## config.mk

```make
export PLATFORM = sky130hd
export DESIGN_NAME = multimode_digital_controller
export DESIGN_NICKNAME = d
export VERILOG_FILES = /design/src/mdc_pkg.sv /design/src/mdc_cfg_regs.sv /design/src/mdc_law.sv /design/src/multimode_digital_controller.sv
export SDC_FILE = /design/constraint.sdc
export NUM_CORES = 2
export LEC_CHECK = 0
export BUFFER_PORTS_ARGS = -buffer_cell sky130_fd_sc_hd__buf_2
export CORE_MARGIN = 4
export CORE_UTILIZATION = 48
export CTS_CLUSTER_SIZE = 25
export DETAILED_ROUTE_END_ITERATION = 16
export PLACE_DENSITY_LB_ADDON = 0.05
export RECOVER_POWER = 100
export SYNTH_ARGS = -nofsm -noshare
export SYNTH_HDL_FRONTEND = slang
export SYNTH_SLANG_ARGS = --single-unit
```

## constraint.sdc

```tcl
create_clock -name i_clk -period 15.24 [get_ports i_clk]
set_input_delay 2.286 -clock i_clk [delete_from_list [all_inputs] [get_ports i_clk]]
set_output_delay 2.286 -clock i_clk [all_outputs]
set_load 0.005 [all_outputs]
```

## src/mdc_pkg.sv

```systemverilog
// ----------------------------------------------------------------------------
// mdc_pkg
// Shared widths, register indexes, mode codes and types of the multimode
// digital controller.
// ----------------------------------------------------------------------------
package mdc_pkg;

    // Accumulator width; the derived widths below follow it (32 to 64).
    localparam int ACC_WIDTH  = 40;

    localparam int SAMPLE_W   = 12;
    localparam int ERR_W      = 13;
    localparam int DUTY_W     = 16;
    localparam int GAIN_W     = 18;
    localparam int MODE_W     = 2;
    localparam int CFG_IDX_W  = 3;
    localparam int CFG_DATA_W = 18;

    // Gains are Q1.16; duty is output / 4096 in 1/65536 units.
    localparam int Q_SHIFT    = 16;
    localparam int DUTY_SHIFT = 12;

    // Product and sum widths.
    localparam int PE_W    = ERR_W + GAIN_W;
    localparam int PC_W    = ACC_WIDTH + GAIN_W;
    localparam int PC_Q_W  = PC_W - Q_SHIFT;
    localparam int SUM_W   = PC_Q_W + 2;

    // Configuration register indexes.
    localparam logic [CFG_IDX_W-1:0] REG_MODE      = 3'd0;
    localparam logic [CFG_IDX_W-1:0] REG_REFERENCE = 3'd1;
    localparam logic [CFG_IDX_W-1:0] REG_OL_DUTY   = 3'd2;
    localparam logic [CFG_IDX_W-1:0] REG_GAIN_A    = 3'd3;
    localparam logic [CFG_IDX_W-1:0] REG_GAIN_B    = 3'd4;
    localparam logic [CFG_IDX_W-1:0] REG_POLE_C    = 3'd5;

    // Control modes.
    localparam logic [MODE_W-1:0] MODE_OPEN = 2'd0;
    localparam logic [MODE_W-1:0] MODE_P    = 2'd1;
    localparam logic [MODE_W-1:0] MODE_PI   = 2'd2;
    localparam logic [MODE_W-1:0] MODE_COMP = 2'd3;

    // Reset values of the registers.
    localparam logic [SAMPLE_W-1:0]      RST_REFERENCE = 12'd2048;
    localparam logic [DUTY_W-1:0]        RST_OL_DUTY   = 16'd32768;
    localparam logic signed [GAIN_W-1:0] RST_GAIN      = 18'sd65536;

    typedef struct packed {
        logic [MODE_W-1:0]        mode;
        logic [SAMPLE_W-1:0]      reference;
        logic [DUTY_W-1:0]        ol_duty;
        logic signed [GAIN_W-1:0] gain_a;
        logic signed [GAIN_W-1:0] gain_b;
        logic signed [GAIN_W-1:0] pole_c;
    } t_cfg;

    typedef struct packed {
        logic [DUTY_W-1:0]           duty;
        logic signed [ERR_W-1:0]     error;
        logic                        saturated;
        logic                        state_wr;
        logic signed [ACC_WIDTH-1:0] last_output;
        logic signed [ERR_W-1:0]     last_error;
    } t_law;

endpackage

```

## src/mdc_cfg_regs.sv

```systemverilog
// ----------------------------------------------------------------------------
// mdc_cfg_regs
// Configuration register file; writes to unknown indexes are dropped.
// ----------------------------------------------------------------------------
module mdc_cfg_regs (
    input  logic                            i_clk,
    input  logic                            i_rst_n,
    input  logic                            i_cfg_valid,
    output logic                            o_cfg_ready,
    input  logic [mdc_pkg::CFG_IDX_W-1:0]   i_cfg_index,
    input  logic [mdc_pkg::CFG_DATA_W-1:0]  i_cfg_data,
    output mdc_pkg::t_cfg                   o_cfg
);

    mdc_pkg::t_cfg r_cfg;
    mdc_pkg::t_cfg n_cfg;

    assign o_cfg_ready = 1'b1;
    assign o_cfg       = r_cfg;

    always_comb begin
        n_cfg = r_cfg;
        if (i_cfg_valid) begin
            case (i_cfg_index)
                mdc_pkg::REG_MODE:      n_cfg.mode      = i_cfg_data[mdc_pkg::MODE_W-1:0];
                mdc_pkg::REG_REFERENCE: n_cfg.reference = i_cfg_data[mdc_pkg::SAMPLE_W-1:0];
                mdc_pkg::REG_OL_DUTY:   n_cfg.ol_duty   = i_cfg_data[mdc_pkg::DUTY_W-1:0];
                mdc_pkg::REG_GAIN_A:    n_cfg.gain_a    = i_cfg_data[mdc_pkg::GAIN_W-1:0];
                mdc_pkg::REG_GAIN_B:    n_cfg.gain_b    = i_cfg_data[mdc_pkg::GAIN_W-1:0];
                mdc_pkg::REG_POLE_C:    n_cfg.pole_c    = i_cfg_data[mdc_pkg::GAIN_W-1:0];
                default:                n_cfg           = r_cfg;
            endcase
        end
    end

    always_ff @(posedge i_clk) begin
        if (!i_rst_n) begin
            r_cfg.mode      <= mdc_pkg::MODE_OPEN;
            r_cfg.reference <= mdc_pkg::RST_REFERENCE;
            r_cfg.ol_duty   <= mdc_pkg::RST_OL_DUTY;
            r_cfg.gain_a    <= mdc_pkg::RST_GAIN;
            r_cfg.gain_b    <= mdc_pkg::RST_GAIN;
            r_cfg.pole_c    <= mdc_pkg::RST_GAIN;
        end else begin
            r_cfg <= n_cfg;
        end
    end

endmodule

```

## src/mdc_law.sv

```systemverilog
// ----------------------------------------------------------------------------
// mdc_law
// Control law: error, three parallel products, saturating sum and duty clamp.
// ----------------------------------------------------------------------------
module mdc_law (
    input  mdc_pkg::t_cfg                              i_cfg,
    input  logic [mdc_pkg::SAMPLE_W-1:0]               i_sample,
    input  logic                                       i_off,
    input  logic signed [mdc_pkg::ACC_WIDTH-1:0]       i_last_output,
    input  logic signed [mdc_pkg::ERR_W-1:0]           i_last_error,
    output mdc_pkg::t_law                              o_law
);

    localparam int ACC_W = mdc_pkg::ACC_WIDTH;
    localparam int SUM_W = mdc_pkg::SUM_W;
    localparam int PE_W  = mdc_pkg::PE_W;
    localparam int PC_W  = mdc_pkg::PC_W;
    localparam int LO_B  = mdc_pkg::DUTY_SHIFT;
    localparam int HI_B  = mdc_pkg::DUTY_SHIFT + mdc_pkg::DUTY_W;

    localparam logic signed [ACC_W-1:0] ACC_MAX = {1'b0, {(ACC_W-1){1'b1}}};
    localparam logic signed [ACC_W-1:0] ACC_MIN = {1'b1, {(ACC_W-1){1'b0}}};
    localparam logic [mdc_pkg::DUTY_W-1:0] DUTY_MIN = 16'd1;
    localparam logic [mdc_pkg::DUTY_W-1:0] DUTY_MAX = 16'hFFFF;

    logic signed [mdc_pkg::ERR_W-1:0]  w_err;
    logic signed [PE_W-1:0]            w_pa;
    logic signed [PE_W-1:0]            w_pb;
    logic signed [PC_W-1:0]            w_pc;
    logic signed [mdc_pkg::PC_Q_W-1:0] w_pc_q;
    logic signed [SUM_W-1:0]           w_prev;
    logic signed [SUM_W-1:0]           w_sum;
    logic signed [SUM_W-1:0]           w_sel;
    logic                              w_fits;
    logic signed [ACC_W-1:0]           w_acc;
    logic                              w_small;
    logic                              w_big;

    assign w_err = {1'b0, i_cfg.reference} - {1'b0, i_sample};

    // Products are exact; the pole product is floored from Q.16 back to the
    // accumulator scale by an arithmetic shift.
    assign w_pa   = PE_W'(w_err) * PE_W'(i_cfg.gain_a);
    assign w_pb   = PE_W'(i_last_error) * PE_W'(i_cfg.gain_b);
    assign w_pc   = PC_W'(i_last_output) * PC_W'(i_cfg.pole_c);
    assign w_pc_q = w_pc[PC_W-1:mdc_pkg::Q_SHIFT];

    assign w_prev = (i_cfg.mode == mdc_pkg::MODE_PI) ? SUM_W'(i_last_output)
                                                     : SUM_W'(w_pc_q);
    assign w_sum  = w_prev + SUM_W'(w_pa) - SUM_W'(w_pb);
    assign w_sel  = (i_cfg.mode == mdc_pkg::MODE_P) ? SUM_W'(w_pa) : w_sum;

    // The sum fits the accumulator when its top bits are all copies of the sign.
    assign w_fits = (&w_sel[SUM_W-1:ACC_W-1]) || !(|w_sel[SUM_W-1:ACC_W-1]);
    assign w_acc  = w_fits ? w_sel[ACC_W-1:0]
                           : (w_sel[SUM_W-1] ? ACC_MIN : ACC_MAX);

    assign w_small = w_acc[ACC_W-1] || !(|w_acc[ACC_W-2:LO_B]);
    assign w_big   = |w_acc[ACC_W-2:HI_B];

    always_comb begin
        o_law.error       = w_err;
        o_law.state_wr    = 1'b0;
        o_law.last_output = w_acc;
        o_law.last_error  = w_err;
        o_law.saturated   = !w_fits;
        o_law.duty        = w_acc[HI_B-1:LO_B];
        if (w_small) begin
            o_law.duty      = DUTY_MIN;
            o_law.saturated = 1'b1;
        end else if (w_big) begin
            o_law.duty      = DUTY_MAX;
            o_law.saturated = 1'b1;
        end
        case (i_cfg.mode)
            mdc_pkg::MODE_OPEN: begin
                o_law.duty      = (i_cfg.ol_duty == '0) ? DUTY_MIN : i_cfg.ol_duty;
                o_law.saturated = (i_cfg.ol_duty == '0);
            end
            mdc_pkg::MODE_P: begin
                o_law.state_wr = 1'b0;
            end
            mdc_pkg::MODE_PI, mdc_pkg::MODE_COMP: begin
                o_law.state_wr = 1'b1;
            end
            default: begin
                o_law.state_wr = 1'b0;
            end
        endcase
        // Off clears the history and forces an all-zero result.
        if (i_off) begin
            o_law.duty        = '0;
            o_law.error       = '0;
            o_law.saturated   = 1'b0;
            o_law.state_wr    = 1'b1;
            o_law.last_output = '0;
            o_law.last_error  = '0;
        end
    end

endmodule

```

## src/multimode_digital_controller.sv

```systemverilog
// ----------------------------------------------------------------------------
// multimode_digital_controller
// Throughput: one sample per cycle while the output is not stalled; the
// controller history register feeds the pole multiply and saturating sum of
// the next sample. Reset (synchronous, active low) restores the configuration
// registers to their defaults, clears the output history and previous error,
// and empties the pipeline.
// ----------------------------------------------------------------------------
//
// Structure
//   The accepted sample and off flag are captured in an input register. The
//   control law (mdc_law) works between that register and the result
//   register, and on the same edge that loads a result it updates the
//   history (last output, last error) in PI and compensator modes, or clears
//   it when off is set. Because the history is written in order of the
//   transactions, back-to-back samples see exactly the state left by the
//   previous one.
//
// Flow control
//   The pipeline advances whenever the result register is empty or its
//   transaction is being taken. The input side is stalled only while an
//   item is held in the input register and the result register cannot move,
//   so a finished result waiting downstream does not block the next sample
//   from being captured while the input register is empty.
//
// Configuration
//   Writes are taken every cycle and land in mdc_cfg_regs. They are expected
//   only while the controller is idle.
// ----------------------------------------------------------------------------
module multimode_digital_controller (
    input  logic                                 i_clk,
    input  logic                                 i_rst_n,

    input  logic                                 i_in_valid,
    output logic                                 o_in_stall,
    input  logic [mdc_pkg::SAMPLE_W-1:0]         i_sample,
    input  logic                                 i_off,

    output logic                                 o_out_valid,
    input  logic                                 i_out_stall,
    output logic [mdc_pkg::DUTY_W-1:0]           o_duty,
    output logic signed [mdc_pkg::ERR_W-1:0]     o_error,
    output logic                                 o_saturated,

    input  logic                                 i_cfg_valid,
    output logic                                 o_cfg_ready,
    input  logic [mdc_pkg::CFG_IDX_W-1:0]        i_cfg_index,
    input  logic [mdc_pkg::CFG_DATA_W-1:0]       i_cfg_data
);

    mdc_pkg::t_cfg w_cfg;
    mdc_pkg::t_law w_law;

    // Input register.
    logic                                  r_in_valid;
    logic [mdc_pkg::SAMPLE_W-1:0]          r_in_sample;
    logic                                  r_in_off;

    // Result register.
    logic                                  r_out_valid;
    logic [mdc_pkg::DUTY_W-1:0]            r_out_duty;
    logic signed [mdc_pkg::ERR_W-1:0]      r_out_error;
    logic                                  r_out_sat;

    // Controller history.
    logic signed [mdc_pkg::ACC_WIDTH-1:0]  r_last_output;
    logic signed [mdc_pkg::ERR_W-1:0]      r_last_error;

    logic w_advance;
    logic w_in_take;

    mdc_cfg_regs u_cfg_regs (
        .i_clk       (i_clk),
        .i_rst_n     (i_rst_n),
        .i_cfg_valid (i_cfg_valid),
        .o_cfg_ready (o_cfg_ready),
        .i_cfg_index (i_cfg_index),
        .i_cfg_data  (i_cfg_data),
        .o_cfg       (w_cfg)
    );

    mdc_law u_law (
        .i_cfg         (w_cfg),
        .i_sample      (r_in_sample),
        .i_off         (r_in_off),
        .i_last_output (r_last_output),
        .i_last_error  (r_last_error),
        .o_law         (w_law)
    );

    // The result register can load when it is empty or being drained.
    assign w_advance  = !r_out_valid || !i_out_stall;
    assign o_in_stall = r_in_valid && !w_advance;
    assign w_in_take  = i_in_valid && !o_in_stall;

    assign o_out_valid = r_out_valid;
    assign o_duty      = r_out_duty;
    assign o_error     = r_out_error;
    assign o_saturated = r_out_sat;

    // Control state. The input register fills whenever it takes a sample,
    // even while the result register is held, and empties when it moves on.
    always_ff @(posedge i_clk) begin
        if (!i_rst_n) begin
            r_in_valid    <= 1'b0;
            r_out_valid   <= 1'b0;
            r_last_output <= '0;
            r_last_error  <= '0;
        end else begin
            if (w_advance || w_in_take) begin
                r_in_valid <= w_in_take;
            end
            if (w_advance) begin
                r_out_valid <= r_in_valid;
                if (r_in_valid && w_law.state_wr) begin
                    r_last_output <= w_law.last_output;
                    r_last_error  <= w_law.last_error;
                end
            end
        end
    end

    // Payload registers.
    always_ff @(posedge i_clk) begin
        if (w_in_take) begin
            r_in_sample <= i_sample;
            r_in_off    <= i_off;
        end
        if (w_advance && r_in_valid) begin
            r_out_duty  <= w_law.duty;
            r_out_error <= w_law.error;
            r_out_sat   <= w_law.saturated;
        end
    end

    // An off transaction leaves the history cleared.
    a_off_clears: assert property (@(posedge i_clk) disable iff (!i_rst_n)
        (w_advance && r_in_valid && r_in_off)
        |=> (r_last_output == '0 && r_last_error == '0))
        else $error("history not cleared after off");

    // Open loop and proportional transactions leave the history alone.
    a_hist_kept: assert property (@(posedge i_clk) disable iff (!i_rst_n)
        (w_advance && r_in_valid && !r_in_off
         && (w_cfg.mode == mdc_pkg::MODE_OPEN || w_cfg.mode == mdc_pkg::MODE_P))
        |=> ($stable(r_last_output) && $stable(r_last_error)))
        else $error("history changed in a stateless mode");

    // Zero duty comes only from off, which also zeroes error and flag.
    a_zero_duty: assert property (@(posedge i_clk) disable iff (!i_rst_n)
        (o_out_valid && o_duty == '0) |-> (o_error == '0 && !o_saturated))
        else $error("zero duty without off");

    // The input side stalls only while an item is held.
    a_stall_held: assert property (@(posedge i_clk) disable iff (!i_rst_n)
        o_in_stall |-> (r_in_valid && r_out_valid))
        else $error("input stalled with nothing pending");

    // Every result loaded comes from an item held in the input register.
    a_out_src: assert property (@(posedge i_clk) disable iff (!i_rst_n)
        ($rose(r_out_valid)) |-> $past(r_in_valid))
        else $error("result without a source item");

endmodule
```

==> metrics.md <==
| Metric | Value |
|---|---|
| Final WL | `175,000 µm` |
| CP max FO | `19` |
| Vias after detailed routing | `40,800` |
| Setup TNS | `0 ns` |
| Final worst path period share | `95.7%` |
| P&R area growth vs syn | `6.01%` |
| Core area | `112,000 µm²` |
| Multi-input gate area | `43,800 µm²` |
| WHS Path Cells | `2` |
| Synthesized area per cell | `8.88 µm²` |
| CP dominant cell by count | `fa_1` |
| Top FF cell, synth | `dfxtp_1` |
| Yosys top cell area share | `47.1%` |
| CTS max path bufs | `2` |
| Via density | `5.35` |
| Largest net degree at the start of global routing | `58` |
| Worst Max-Slew Pin Slew | `2.87 ns` |
| Status | `finished, violations left` |
| Seq/Total Area, Yosys | `7.49%` |
| GRT Total Usage | `31.2%` |
| Clock root cell | `clkbuf_16` |
| Total gr overflow | `0` |
| Min-Delay Endpoint | `r_last_output[17]` |
| Crit-path slowest cell | `dfxtp_1` |
| DR WL met2 | `81,400 µm` |
| CTS Buf Count | `17` |
| Initial antenna violation count | `14` |
| Number of fill cells | `10,900` |
| Row Count | `123` |
| H-tree depth | `4` |
| IO Port Bufs | `70` |
| CP endpoint kind | `flop` |
| R2R depth | `47` |
| RR Startpoint | `u_cfg_regs.o_cfg[12]` |
| Layout Skew | `0.0188 ns` |
| WL met1 | `76,000 µm` |
| Global-route wire length before repair | `276,000 µm` |
| Synth area leader | `fa_1` |
| CTS Sinks | `182` |
| Synth Register Bits | `182` |
| Startpoint types | `flop` |
| Full die area | `119,000 µm²` |
| Die width | `345 µm` |
| Failing checks | `max-capacitance violations, max-slew violations` |
| Final Slew Violations | `117` |
| Register area | `4080 µm²` |
| Starting Density | `48.3%` |
| Nets | `7,734` |
| Relative slew slack | `-91.5%` |
| Met3 wire length | `10,900 µm` |
| Launch point of the critical path | `u_cfg_regs.o_cfg[12]` |
| Arrival @ worst endpoint | `14.83 ns` |
| FF-to-FF setup slack | `0.66 ns` |
| HP Start | `r_last_output[17]` |
| Syn_nets | `7,754` |
| Synth warn | `0` |
| HP Class | `flop to flop` |
| EDFF count, synth | `43` |
| DR iter-0 viols | `2,943` |
| Syn Inst Count | `6,125` |
| Asr flop ratio synth | `0%` |
| Slowest Stage Delay on Critical Path | `0.97 ns` |
| Ports | `72` |
| FMAX | `68.6 MHz` |
| Global placer's final weighted congestion | `0.970` |
| Kind of critical path | `flop to flop` |
| DRC | `0` |
| WL/cell | `23.0 µm` |
| CP required | `15.49 ns` |
| Final setup viols | `0` |
| Top sig layer | `met5` |
| Final min period | `14.58 ns` |
| Setup Fix Bufs, Post-CTS | `0` |
| Vias in the first global route | `44,300` |
| Fraction of layout cells with a size suffix above 1 | `5.62%` |
| Pre-antenna DRT Iters | `5` |
| Largest cells by area after synthesis | `fa_1 (47%), inv_1 (9.8%), ha_1 (7.2%), nand2_1 (7.1%), dfxtp_1 (5.1%)` |
| Synth cell types | `98` |
| Clock slew at reported path FFs | `0.10 ns` |
| Syn Std Cell Area | `54,400 µm²` |
| RSZ-0062 raised after global routing | `no` |
| Post-DRT Antenna Nets | `0` |
| Clk Latency, worst-skew pair | `0.52 ns` |
| Die extent in y | `345 µm` |
| Hpwl dp | `147,000 µm` |
| CTS tree | `done` |
| Critical R2R Capture | `o_duty[4]` |
| Hold Vio Cnt, Final | `0` |
| Maxcap violations | `3` |
-- cell families (layout without fill, tap and decap cells) --
group           count (synthesis)  after routing  share of synthesized area, %
buf+inv                      1729           1722                          12.1
mux                            28             28                         0.529
xor+xnor                      113            113                          1.87
flops                         182            182                          7.49
compound gates                612            612                          7.65
fa+ha+maj                    1590           1590                          54.2
simple gates                 1870           1870                          16.1
other cells                     1              4                       0.00690
-- final cells by class --
cell class | instances | area share [%]
clock inverters | 14 | 0.267
well taps | 1500 | 3.26
flip-flops and latches | 182 | 7.08
clock buffers | 18 | 0.781
inverters | 1415 | 9.21
multi-input cells | 4214 | 76.0
repair buffers | 275 | 3.37
diodes | 3 | 0.0130
-- worst max-delay path: cells and delay by family (launching register included) --
kind            cells  cell delay, ns
buf+inv            10            1.12
mux                 1            0.49
fa+ha+maj          14            6.77
xor+xnor            1            0.12
compound gates     16            3.81
flops               1            0.97
simple gates        5            1.00
-- timing repair --
action | CTS | global route
endpoints found under the setup margin | 0 | 32
hold buffers | 0 | 0
gates resized for setup | 0 | 5
-- cells in the mapped netlist (all sizes together), types with 13 or more instances --
| cell type | number |
|---|---|
| inv | 1415 |
| fa | 1278 |
| nand2 | 1026 |
| and2 | 417 |
| ha | 312 |
| clkbuf | 280 |
| nor2 | 144 |
| dfxtp | 139 |
| o21ai | 136 |
| a21oi | 128 |
| a21boi | 98 |
| xnor2 | 78 |
| nor2b | 73 |
| a21o | 52 |
| edfxtp | 43 |
| nand2b | 40 |
| nor3 | 39 |
| xor2 | 35 |
| buf | 34 |
| a211oi | 27 |
| nand3 | 27 |
| o21a | 27 |
| o211ai | 24 |
| a31oi | 23 |
| mux2i | 22 |
| nand4 | 22 |
| and3 | 19 |
| o31ai | 15 |
| nor4 | 14 |
| or2 | 13 |
| or3 | 13 |
-- registers in the layout (all words and copies together), names as in the netlist --
register / flops
o_saturated: 1
r_last_error: 13
o_duty: 16
o_error: 13
r_last_output: 40
u_cfg_regs.o_cfg: 84
r_in_valid: 1
r_in_sample: 12
o_out_valid: 1
r_in_off: 1
-- placed cells by master (no fill, tap or decap), types with 90 or more instances in the layout --
master    synthesis  layout
nor2_1          143     143
ha_1            312     312
buf_4             2     176
o21ai_0         119     114
a21oi_1         121     121
inv_1          1415    1415
dfxtp_1         139     134
fa_1           1278    1278
and2_1          417     416
a21boi_0         87      90
nand2_1        1025    1025
-- layer usage --
metal,GRT usage (%),up-vias
li1,-,18100
met1,43.3,21300
met2,50.3,1182
met3,4.42,217
met4,11.0,2
met5,0,-
-- how the worst max path moves through the flow --
stage	endpoint	slack, ns	cells past startpoint
finish	o_duty[4]	0.66	47
global route	o_duty[4]	0.01	48
CTS	o_duty[14]	0.68	45
detailed placement	o_duty[14]	0.73	46
global placement	o_duty[4]	0.80	49
floorplan	o_duty[10]	2.37	48
-- stage by stage --
step	hold slack, ns	util [%]	setup slack [ns]	std cells	instance area, µm²
floorplan	0.443	-	2.37	6125	54400
global placement	0.451	50.8	0.797	7586	57100
detailed placement	0.448	50.8	0.730	7586	57100
CTS	0.459	51.3	0.683	7618	57700
global route	0.468	51.2	0.0133	7618	57600
finish	0.456	51.2	0.662	7621	57600
Power is not shown: default switching activity piles up to over one toggle a cycle in this logic, so the estimate is an artifact.
